<file path="src/design/mpm_fifo.sv">
// Small first-in first-out queue of register stages.
// Used for the command queue and the result queue; no package needed.
module mpm_fifo #(
    parameter int W     = 8,
    parameter int DEPTH = 4
) (
    input  logic         i_clk,
    input  logic         i_rst_n,
    input  logic         i_push,
    input  logic [W-1:0] i_data,
    output logic         o_full,
    input  logic         i_pop,
    output logic         o_empty,
    output logic [W-1:0] o_data
);
    localparam int AW = (DEPTH > 1) ? $clog2(DEPTH) : 1;

    logic [W-1:0] r_mem [DEPTH];
    logic [AW-1:0] r_head, r_tail;
    logic [AW:0]   r_count;
    logic          do_push, do_pop;

    assign o_full  = (int'(r_count) == DEPTH);
    assign o_empty = (r_count == '0);
    assign o_data  = r_mem[r_head];
    assign do_push = i_push && !o_full;
    assign do_pop  = i_pop && !o_empty;

    // Storage stages.
    always_ff @(posedge i_clk) begin
        if (do_push) begin
            r_mem[r_tail] <= i_data;
        end
    end

    // Pointers and fill level.
    always_ff @(posedge i_clk) begin
        if (!i_rst_n) begin
            r_head  <= '0;
            r_tail  <= '0;
            r_count <= '0;
        end else begin
            if (do_push) begin
                r_tail <= (int'(r_tail) == DEPTH - 1) ? '0 : r_tail + 1'b1;
            end
            if (do_pop) begin
                r_head <= (int'(r_head) == DEPTH - 1) ? '0 : r_head + 1'b1;
            end
            if (do_push && !do_pop) begin
                r_count <= r_count + 1'b1;
            end else if (do_pop && !do_push) begin
                r_count <= r_count - 1'b1;
            end
        end
    end

endmodule

</file>
<file path="config.mk">
export PLATFORM = sky130hd
export DESIGN_NAME = mpm_fifo
export DESIGN_NICKNAME = d
export VERILOG_FILES = /design/src/design/mpm_fifo.sv
export SDC_FILE = /design/constraint.sdc
export NUM_CORES = 1
export LEC_CHECK = 0
export ABC_AREA = 0
export BUFFER_PORTS_ARGS = -buffer_cell sky130_fd_sc_hd__buf_2
export CAP_MARGIN = 5
export CORE_ASPECT_RATIO = 1.4
export CORE_MARGIN = 1.5
export CORE_UTILIZATION = 55
export CTS_CLUSTER_SIZE = 16
export DETAILED_ROUTE_END_ITERATION = 10
export PLACE_DENSITY = 0.78
export SLEW_MARGIN = 20
export SYNTH_ARGS = -nofsm -noshare
export SYNTH_HDL_FRONTEND = slang
export SYNTH_SLANG_ARGS = --single-unit
export TNS_END_PERCENT = 10
</file>
<file path="constraint.sdc">
create_clock -name i_clk -period 2.4 [get_ports i_clk]
set_input_delay 0.12 -clock i_clk [delete_from_list [all_inputs] [get_ports i_clk]]
set_output_delay 0.12 -clock i_clk [all_outputs]
set_load 0.01 [all_outputs]
</file>
==> summary.md, run 1 <==
| Metric | Value |
|---|---|
| Outcome | `completed` |
| Unique cell type count in the Yosys netlist | `23` |
| First-pass GRT wire length | `around 3900 um` |
| IO buf count | `21` |
| Placed inst area | `1779 um2` |
| CTS tree | `yes` |
| Max_cap viols | `0` |
| RSZ-0062 raised after global routing | `false` |
| Antenna violations before repair | `0` |
| IO Pins | `22` |
| Rel. slew slack | `roughly 65%` |
| Synthesized area per cell | `17.53 um2` |
| Final antenna-violating net count | `0` |
| Clk Latency, worst-skew pair | `290 ps` |
| Global-route usage over all layers | `around 17%` |
| ANT cells | `0` |
| Drt total wl | `between 2000 and 2500 um` |
| H-tree depth | `2` |
| Synth top area share | `58.94%` |
| Mapped Nets | `112` |
| Sequential area share after synthesis | `69.99%` |
| Fmax | `~470 MHz` |
| Syn Inst Count | `93` |
| Post-DR wirelength/cell | `14.68 um` |
| Power consumption | `1978 uW` |
| Root buf cell | `clkbuf_8` |
| Die Ht | `67.42 um` |
| 1st-pass router iterations | `4` |
| Vias in the first global route | `approximately 860` |
| Critical Path Source Type | `flip-flop` |
| Clock Skews | `2.893 ps` |
| Worst slew pin tran | `530.8 ps` |
| Yosys Warn Count | `0` |
| Pleak | `approximately 0.0007 uW` |
| CP Data Required Time | `2620 ps` |
| Critical path class | `reg -> reg` |
| Fin. Hold Viols | `0` |
| Die Area | `3305 um2` |
| Initial DRC count | `37` |
| Remaining global-route overflow | `0` |
| Post-route minimum period | `2135 ps` |
| Top cells by area, synth | `edfxtp_1 59%, dfxtp_1 11%, mux4_2 11%, ha_1 4.6%, and2_1 1.9%` |
| Core Area | `2849 um2` |
| Final Cycle Share | `88.96%` |
| Setup tns final | `0 ps` |
| Final Util | `~67%` |
| Worst-path clk slew | `70 ps` |
| Via count | `835` |
| Synth-to-Final Area Change | `16.27%` |
| Pwr dens | `1043 nW/um2` |
| Final instance area | `1896 um2` |
| Crit path capture type | `flip-flop` |
| Mapped Area | `1630 um2` |
| Final setup vio count | `0` |
| Initial core utilization | `57.22%` |
| NumNets Final | `138` |
| Hpwl dp | `1648 um` |
| Share of layout cells above drive strength 1 | `approximately a third` |
| CTS sink count | `41` |
| Vias per std cell | `5.318` |
| Yosys top cell by area | `edfxtp_1` |
| Final Slew Violations | `0` |
| Min-Delay Path Class | `in -> reg` |
| Post-cts sizing count | `0` |
| Clock Path Buffers | `2` |
| Routability cong. | `between 0.6 and 0.7` |
| #FFs+latches synth | `between 40 and 50` |
| Setup bufs post-CTS | `0` |
| Width of the die | `49.02 um` |
| Post-CTS Hold Fix Bufs | `0` |
| Total CTS buffers | `5` |
| WP data arrival | `about 2400 ps` |
| Critical-path maximum fanout | `5` |
| Drt drc | `0` |
| Max VDD drop | `0.6563 mV` |
| Largest net degree at the start of global routing | `13` |
| FP Rows | `23` |
[per-stage QoR]
| step | setup slack, ps | instances | hold slack, ps |
|---|---|---|---|
| after floorplan | 307.1 | 93 | 218.9 |
| after global placement | 430.7 | 149 | 329.4 |
| after detailed placement | 231.7 | 149 | 336.4 |
| after CTS | 220.8 | 157 | 24.28 |
| after global routing | 132.1 | 157 | 31.50 |
| final | 265.0 | 157 | 34.84 |
[registers in the layout, summed over array words and instances (netlist names), named ones only]
register / flops
r_count: 3
r_tail: 2
r_head: 2
r_mem: 32
[per-layer routing]
metal	GRT usage (%)	routed length, um	part of all wire, %	vias to the layer above
li1	-	-	-	400
met1	18.11	946	41	409
met2	30.14	1179	51	20
met3	6.416	117	5.1	6
met4	9.643	61	2.6	0
met5	0	0	0	-
[cells by family (layout without fill, tap and decap cells)]
| logic type | count (synthesis) | after routing | synth area share (%) |
|---|---|---|---|
| DFF | 41 | 41 | 69.99 |
| and+or+nand+nor | 20 | 20 | 6.600 |
| muxes | 11 | 11 | 12.89 |
| adders and majority gates | 7 | 7 | 5.833 |
| buffers and inverters | 7 | 34 | 1.765 |
| AOI/OAI and AO/OA | 5 | 5 | 1.842 |
| xor gates and xnor gates | 2 | 2 | 1.075 |
[final cells by class]
class	count	area (um2)
Timing Repair Buffer	23	120.1
Sequential cell	41	1141
Tap cell	37	46.29
Clock inverter	1	30.03
Multi-Input combinational cell	45	460.4
Inverter	3	11.26
Fill cell	201	953.4
Clock buffer	7	86.33
[cell usage after synthesis]
cell,instances
a21boi_0,1
and2_1,5
buf_1,1
buf_2,2
clkbuf_1,1
dfxtp_1,9
edfxtp_1,32
fa_1,1
ha_1,6
inv_1,3
mux2i_1,3
mux4_2,8
nand2_1,6
nand3_1,2
nor2_1,2
nor2b_1,2
nor3_1,1
nor3b_2,1
o21ai_0,3
o31ai_1,1
or3_1,1
xnor2_1,1
xor2_1,1
[where the power goes]
| part | internal [uW] | switching (uW) | total (uW) |
|---|---|---|---|
| sequential | 874 | 95.2 | 969 |
| clock | 339 | 215 | 554 |
| combinational | 248 | 206 | 454 |
[worst max-delay path, stage by stage (launching register included)]
cell and delay, ps:
dfxtp_1 370, o31ai_1 370, ha_1 260, inv_1 60, fa_1 380, xor2_1 160, or3_1 300, a21boi_0 160
[worst paths after layout]
| check | from | slack (ps) | cells past startpoint | endpoint |
|---|---|---|---|---|
| setup reg to reg | r_count[1]$_SDFFE_PN0P_ | 270 | 7 | r_count[2]$_SDFFE_PN0P_ |
| hold reg to reg | r_tail[1]$_SDFFE_PN0P_ | 510 | 2 | r_tail[1]$_SDFFE_PN0P_ |
| setup / recovery | r_count[1]$_SDFFE_PN0P_ | 270 | 7 | r_count[2]$_SDFFE_PN0P_ |
| hold / removal | i_data[0] | 30 | 1 | r_mem[2][0]$_DFFE_PP_ |
[layout by cell type (no fill, tap or decap), types with 2 or more instances in the layout]
master | Yosys | layout
dfxtp_1 | 9 | 9
nor2b_1 | 2 | 2
nor2_1 | 2 | 2
buf_2 | 2 | 21
and2_1 | 5 | 5
nand3_1 | 2 | 2
buf_4 | 0 | 2
o21ai_0 | 3 | 3
edfxtp_1 | 32 | 32
mux2i_1 | 3 | 3
nand2_1 | 6 | 6
ha_1 | 6 | 6
inv_1 | 3 | 3
mux4_2 | 8 | 8
clkbuf_8 | 0 | 6
Power figures use the tool's default switching activity.
==> run 2, diff against run 1 <==
CORE_UTILIZATION = 40   (was 55)
PLACE_DENSITY = 0.6   (was 0.78)
==> run 2 against run 1 <==
Compared with the run above:
- design area down 1.5%
- clock power shrank 27%
- first-iteration DRC count down 24%
- largest power group unchanged
- critical endpoint unchanged
- global-route usage decreased by 4.3 points
- power shrank 6.8%
- worst hold slack improved by 11 ps
- flip-flop and latch count unchanged
==> summary.md, run 2 (same netlist as run 1, synthesis figures left out) <==
| Metric | Value |
|---|---|
| Outcome | `completed` |
| IO Pins | `22` |
| Clk Latency, worst-skew pair | `approximately 280 ps` |
| Clock Path Buffers | `2` |
| Flop pwr share | `52.5%` |
| First-pass GRT wire length | `slightly above 4000 um` |
| Max_cap viols | `0` |
| IO buf count | `21` |
| Die Area | `~4500 um2` |
| Drt total wl | `2501 um` |
| Layer with the highest usage | `met2` |
| Setup ws final | `90.87 ps` |
| Critical-path maximum fanout | `5` |
| Switching share of power | `28.03%` |
| RSZ-0062 raised after global routing | `false` |
| Cell internal pwr | `1327 uW` |
| Worst-path clk slew | `~70 ps` |
| Worst slew pin tran | `~550 ps` |
| Largest net degree at the start of global routing | `13` |
| Worst path cell trace | `o31ai_1 > ha_1 > inv_1 > fa_1 > xor2_1 > or3_1 > a21boi_0` |
| Biggest regs | `r_mem (32), r_count (3)` |
| Met3 usage | `5.107%` |
| Drt drc | `0` |
| Clock power share | `22.0%` |
| 1st-pass router iterations | `3` |
| Largest Register | `r_mem` |
| CTS sink count | `41` |
| Met1 Use GR | `12.42%` |
| Post-route minimum period | `2309 ps` |
| Final antenna-violating net count | `0` |
| Share of layout cells above drive strength 1 | `30.83%` |
| Setup bufs post-CTS | `0` |
| Comb pwr share | `25.5%` |
| Min-Delay Path Class | `in -> reg` |
| Commonest non-fill, non-tap cell in the layout | `edfxtp_1` |
| WP data arrival | `around 2500 ps` |
| Fillcell total | `340` |
| Largest register FFs | `32` |
| Vias per std cell | `5.031` |
| Commonest non-fill, non-tap cells in the layout | `32 x edfxtp_1, 21 x buf_2, 9 x dfxtp_1` |
| Fmax | `around 430 MHz` |
| H-tree depth | `2` |
| Initial DRC count | `28` |
| ANT cells | `0` |
| Vias in the first global route | `871` |
| Max VDD drop | `0.6599 mV` |
| Clock Skews | `3.828 ps` |
| NumNets Final | `around 140` |
| Width of the die | `56.96 um` |
| Global-route usage over all layers | `between 10% and 20%` |
| CP Data Required Time | `2590 ps` |
| Critical path's largest stage delay | `400 ps` |
| Crit path capture type | `flip-flop` |
| Setup tns final | `0 ps` |
| Power consumption | `1843 uW` |
| Die Ht | `78.54 um` |
| Antenna violations before repair | `0` |
| Fin. Hold Viols | `0` |
| Slowest cell on the critical path | `o31ai_1` |
| Post-cts sizing count | `0` |
| Total CTS buffers | `5` |
| Critical path class | `reg -> reg` |
| Pre-CTS WS | `roughly 100 ps` |
| Critical Path Source Type | `flip-flop` |
| Via count | `820` |
| CTS tree | `yes` |
| Final Slew Violations | `0` |
| Root buf cell | `clkbuf_8` |
| Initial core utilization | `41.60%` |
| Pleak | `0.0006811 uW` |
| Remaining global-route overflow | `0` |
| P_sw | `516.6 uW` |
| CP bufs+invs | `1` |
| Routability cong. | `0.6708` |
| Post-DR wirelength/cell | `between 15 and 20 um` |
| Rel. slew slack | `between 60 and 70%` |
| Worst path top cell family by delay | `adder cells` |
| Met2 Usage GRT | `a little under a quarter` |
| Final Cycle Share | `96.21%` |
| Final setup vio count | `0` |
| Post-CTS Hold Fix Bufs | `0` |
| FP Rows | `27` |
| Synth-to-Final Area Change | `14.50%` |
| Pwr dens | `987.4 nW/um2` |
| Core Area | `3919 um2` |
| Hpwl dp | `1802 um` |
## run 2: metal layers
layer | share of wire [%] | vias up
met1 | 38 | 397
met4 | 1.9 | 0
met2 | 55 | 21
met3 | 5.0 | 5
met5 | 0 | -
li1 | - | 397
## run 2: worst reg2reg max path, stage by stage (launching register included)
cell      delay (ps)
dfxtp_1          370
o31ai_1          410
ha_1             270
inv_1             60
fa_1             380
xor2_1           170
or3_1            330
a21boi_0         230
## run 2: layout make-up
class,count,area [um2],share of cell area [%]
Clock buffer,7,76.32,4.088
Clock inverter,1,3.754,0.2011
Inverter,3,11.26,0.6032
Sequential cell,41,1141,61.13
Multi-Input combinational cell,45,460.4,24.66
Tap cell,43,53.80,2.882
Timing Repair Buffer,23,120.1,6.434
## run 2: through the flow
stage / hold WS, ps / utilization, % / std cells / area (um2)
finish: 45.58 / 47.64 / 163 / 1867
global route: 38.36 / 47.64 / 163 / 1867
CTS: 40.78 / 47.64 / 163 / 1867
detailed placement: 335.6 / 45.59 / 155 / 1787
global placement: 329.9 / 45.59 / 155 / 1787
floorplan: 218.9 / - / 93 / 1630
## run 2: power by group through the flow
| stage | Clock [uW] | Combinational, uW | Sequential [uW] |
|---|---|---|---|
| after CTS | 423 | 481 | 975 |
| after floorplan | 0 | 360 | 931 |
| after global placement | 0 | 446 | 980 |
| after detailed placement | 0 | 475 | 991 |
| final | 406 | 470 | 967 |
| after global routing | 455 | 515 | 989 |
## run 2: worst paths after layout
kind,cells after the start,start,end,slack (ps)
worst min-delay path,1,i_data[1],r_mem[2][1]$_DFFE_PP_,50
worst min register to register,2,r_tail[1]$_SDFFE_PN0P_,r_tail[1]$_SDFFE_PN0P_,510
worst max register to register,7,r_count[0]$_SDFFE_PN0P_,r_count[2]$_SDFFE_PN0P_,90
worst max-delay path,7,r_count[0]$_SDFFE_PN0P_,r_count[2]$_SDFFE_PN0P_,90
==> run 3, diff against run 2 <==
CORE_UTILIZATION = 45   (was 40)
PLACE_DENSITY = default   (was 0.6)
PLACE_DENSITY_LB_ADDON = 0.25   (was default)
==> run 3 against run 2 <==
Compared with the run above:
- combinational power shrank 3%
- register-to-register slack gained 180 ps
- power grew 4.8%
- design area grew 1.5%
- maximum frequency up 8.3%
- critical path type unchanged
- wire length shrank 10%
- critical path depth did not move
- clock skew is 4.8 ps higher
- flip-flop and latch count unchanged
- sequential share of layout area down 0.89 points
- critical endpoint unchanged
- worst hold slack worse by 1.8 ps
==> summary.md, run 3 (same netlist as run 1, synthesis figures left out) <==
| Metric | Value |
|---|---|
| Outcome | `completed` |
| Global-route usage over all layers | `13.70%` |
| Vias per std cell | `5.131` |
| Final Util | `55.56%` |
| Total CTS buffers | `5` |
| Post-DR wirelength/cell | `14.06 um` |
| Worst-case reg-to-reg path depth | `7` |
| Fillcell total | `261` |
| IO buf count | `21` |
| Post-route minimum period | `about 2100 ps` |
| Die Area | `approximately 4000 um2` |
| Clk Latency, worst-skew pair | `280 ps` |
| Vias in the first global route | `between 800 and 900` |
| CTS sink count | `41` |
| IO Pins | `22` |
| Critical path class | `reg -> reg` |
| Largest Register | `r_mem` |
| Clock Skews | `8.610 ps` |
| Largest net degree at the start of global routing | `13` |
| Pleak | `0.0006978 uW` |
| Routability cong. | `approximately 0.65` |
| Hpwl dp | `1648 um` |
| Clock Path Buffers | `2` |
| Crit path capture type | `flip-flop` |
| WP data arrival | `~2300 ps` |
| Share of layout cells above drive strength 1 | `32.50%` |
| Commonest non-fill, non-tap cells in the layout | `32 x edfxtp_1, 21 x buf_2, 9 x dfxtp_1` |
| Critical-path maximum fanout | `5` |
| Remaining global-route overflow | `0` |
| CTS tree | `yes` |
| Max_cap viols | `0` |
| Pwr dens | `1020 nW/um2` |
| Final Slew Violations | `0` |
| Critical Path Source Type | `flip-flop` |
| Initial core utilization | `47.82%` |
| Largest register FFs | `32` |
| RSZ-0062 raised after global routing | `false` |
| Via count | `821` |
| Final setup vio count | `0` |
| First-pass GRT wire length | `roughly 3800 um` |
| Antenna violations before repair | `0` |
| Final Cycle Share | `about nine tenths` |
| Commonest non-fill, non-tap cell in the layout | `edfxtp_1` |
| NumNets Final | `138` |
| Drt total wl | `2249 um` |
| Width of the die | `53.87 um` |
| FP Rows | `25` |
| Setup bufs post-CTS | `0` |
| Die Ht | `74.22 um` |
| R2R Setup Slk | `270 ps` |
| CP Data Required Time | `2610 ps` |
| Fin. Hold Viols | `0` |
| Hold Path Depth | `1` |
| Core Area | `3410 um2` |
| Fmax | `468.9 MHz` |
| ANT cells | `0` |
| Initial DRC count | `19` |
| Max VDD drop | `0.5896 mV` |
| Post-CTS Hold Fix Bufs | `0` |
| 1st-pass router iterations | `3` |
| Final antenna-violating net count | `0` |
| Drt drc | `0` |
| H-tree depth | `2` |
| Synth-to-Final Area Change | `16.19%` |
| Biggest regs | `r_mem (32), r_count (3)` |
| Root buf cell | `clkbuf_8` |
| Setup tns final | `0 ps` |
| Worst-path clk slew | `70 ps` |
| Worst slew pin tran | `549.6 ps` |
| Min-Delay Path Class | `in -> reg` |
| Post-cts sizing count | `0` |
| Rel. slew slack | `~63%` |
[run 3: metal layers]
layer  track usage (%)  up-vias  routed length, um
met5                 0        -                  0
met1             15.28      393                857
met2             23.17       21               1208
met3             4.819        6                138
li1                  -      401                  -
met4             5.983        0                 44
[run 3: cell type report]
| cell class | instances | area, um2 | area share (%) |
|---|---|---|---|
| Clock buffer | 8 | 111.4 | 5.878 |
| Sequential cell | 41 | 1141 | 60.24 |
| Timing Repair Buffer | 23 | 120.1 | 6.341 |
| Inverter | 3 | 11.26 | 0.5945 |
| Multi-Input combinational cell | 45 | 460.4 | 24.31 |
| Tap cell | 40 | 50.05 | 2.642 |
[run 3: worst max-delay path, stage by stage, from the launching register on]
cell      delay [ps]
dfxtp_1          370
o31ai_1          370
ha_1             250
inv_1             60
fa_1             370
xor2_1           160
or3_1            300
a21boi_0         170
[run 3: worst paths after layout]
check / from / end
worst max register to register: r_count[1]$_SDFFE_PN0P_ / r_count[2]$_SDFFE_PN0P_
worst min-delay path: i_data[5] / r_mem[0][5]$_DFFE_PP_
worst max-delay path: r_count[1]$_SDFFE_PN0P_ / r_count[2]$_SDFFE_PN0P_
worst min register to register: r_tail[1]$_SDFFE_PN0P_ / r_tail[1]$_SDFFE_PN0P_
[run 3: where the power goes]
part	switching, uW	leakage (uW)	internal, uW
clock network	211	0.0000566	297
registers	92.6	0.000367	874
logic	207	0.000274	250
[run 3: stage by stage]
stage | instances | power (uW) | cell area [um2] | setup slack (ps) | hold slack [ps]
final | 160 | 1932 | 1894 | 267.2 | 43.75
after global routing | 160 | 2043 | 1894 | 176.1 | 47.26
after CTS | 160 | 1953 | 1894 | 238.9 | 38.94
after detailed placement | 152 | 1446 | 1783 | 223.9 | 338.1
after global placement | 152 | 1424 | 1783 | 432.7 | 329.8
after floorplan | 93 | 1291 | 1630 | 307.1 | 218.9
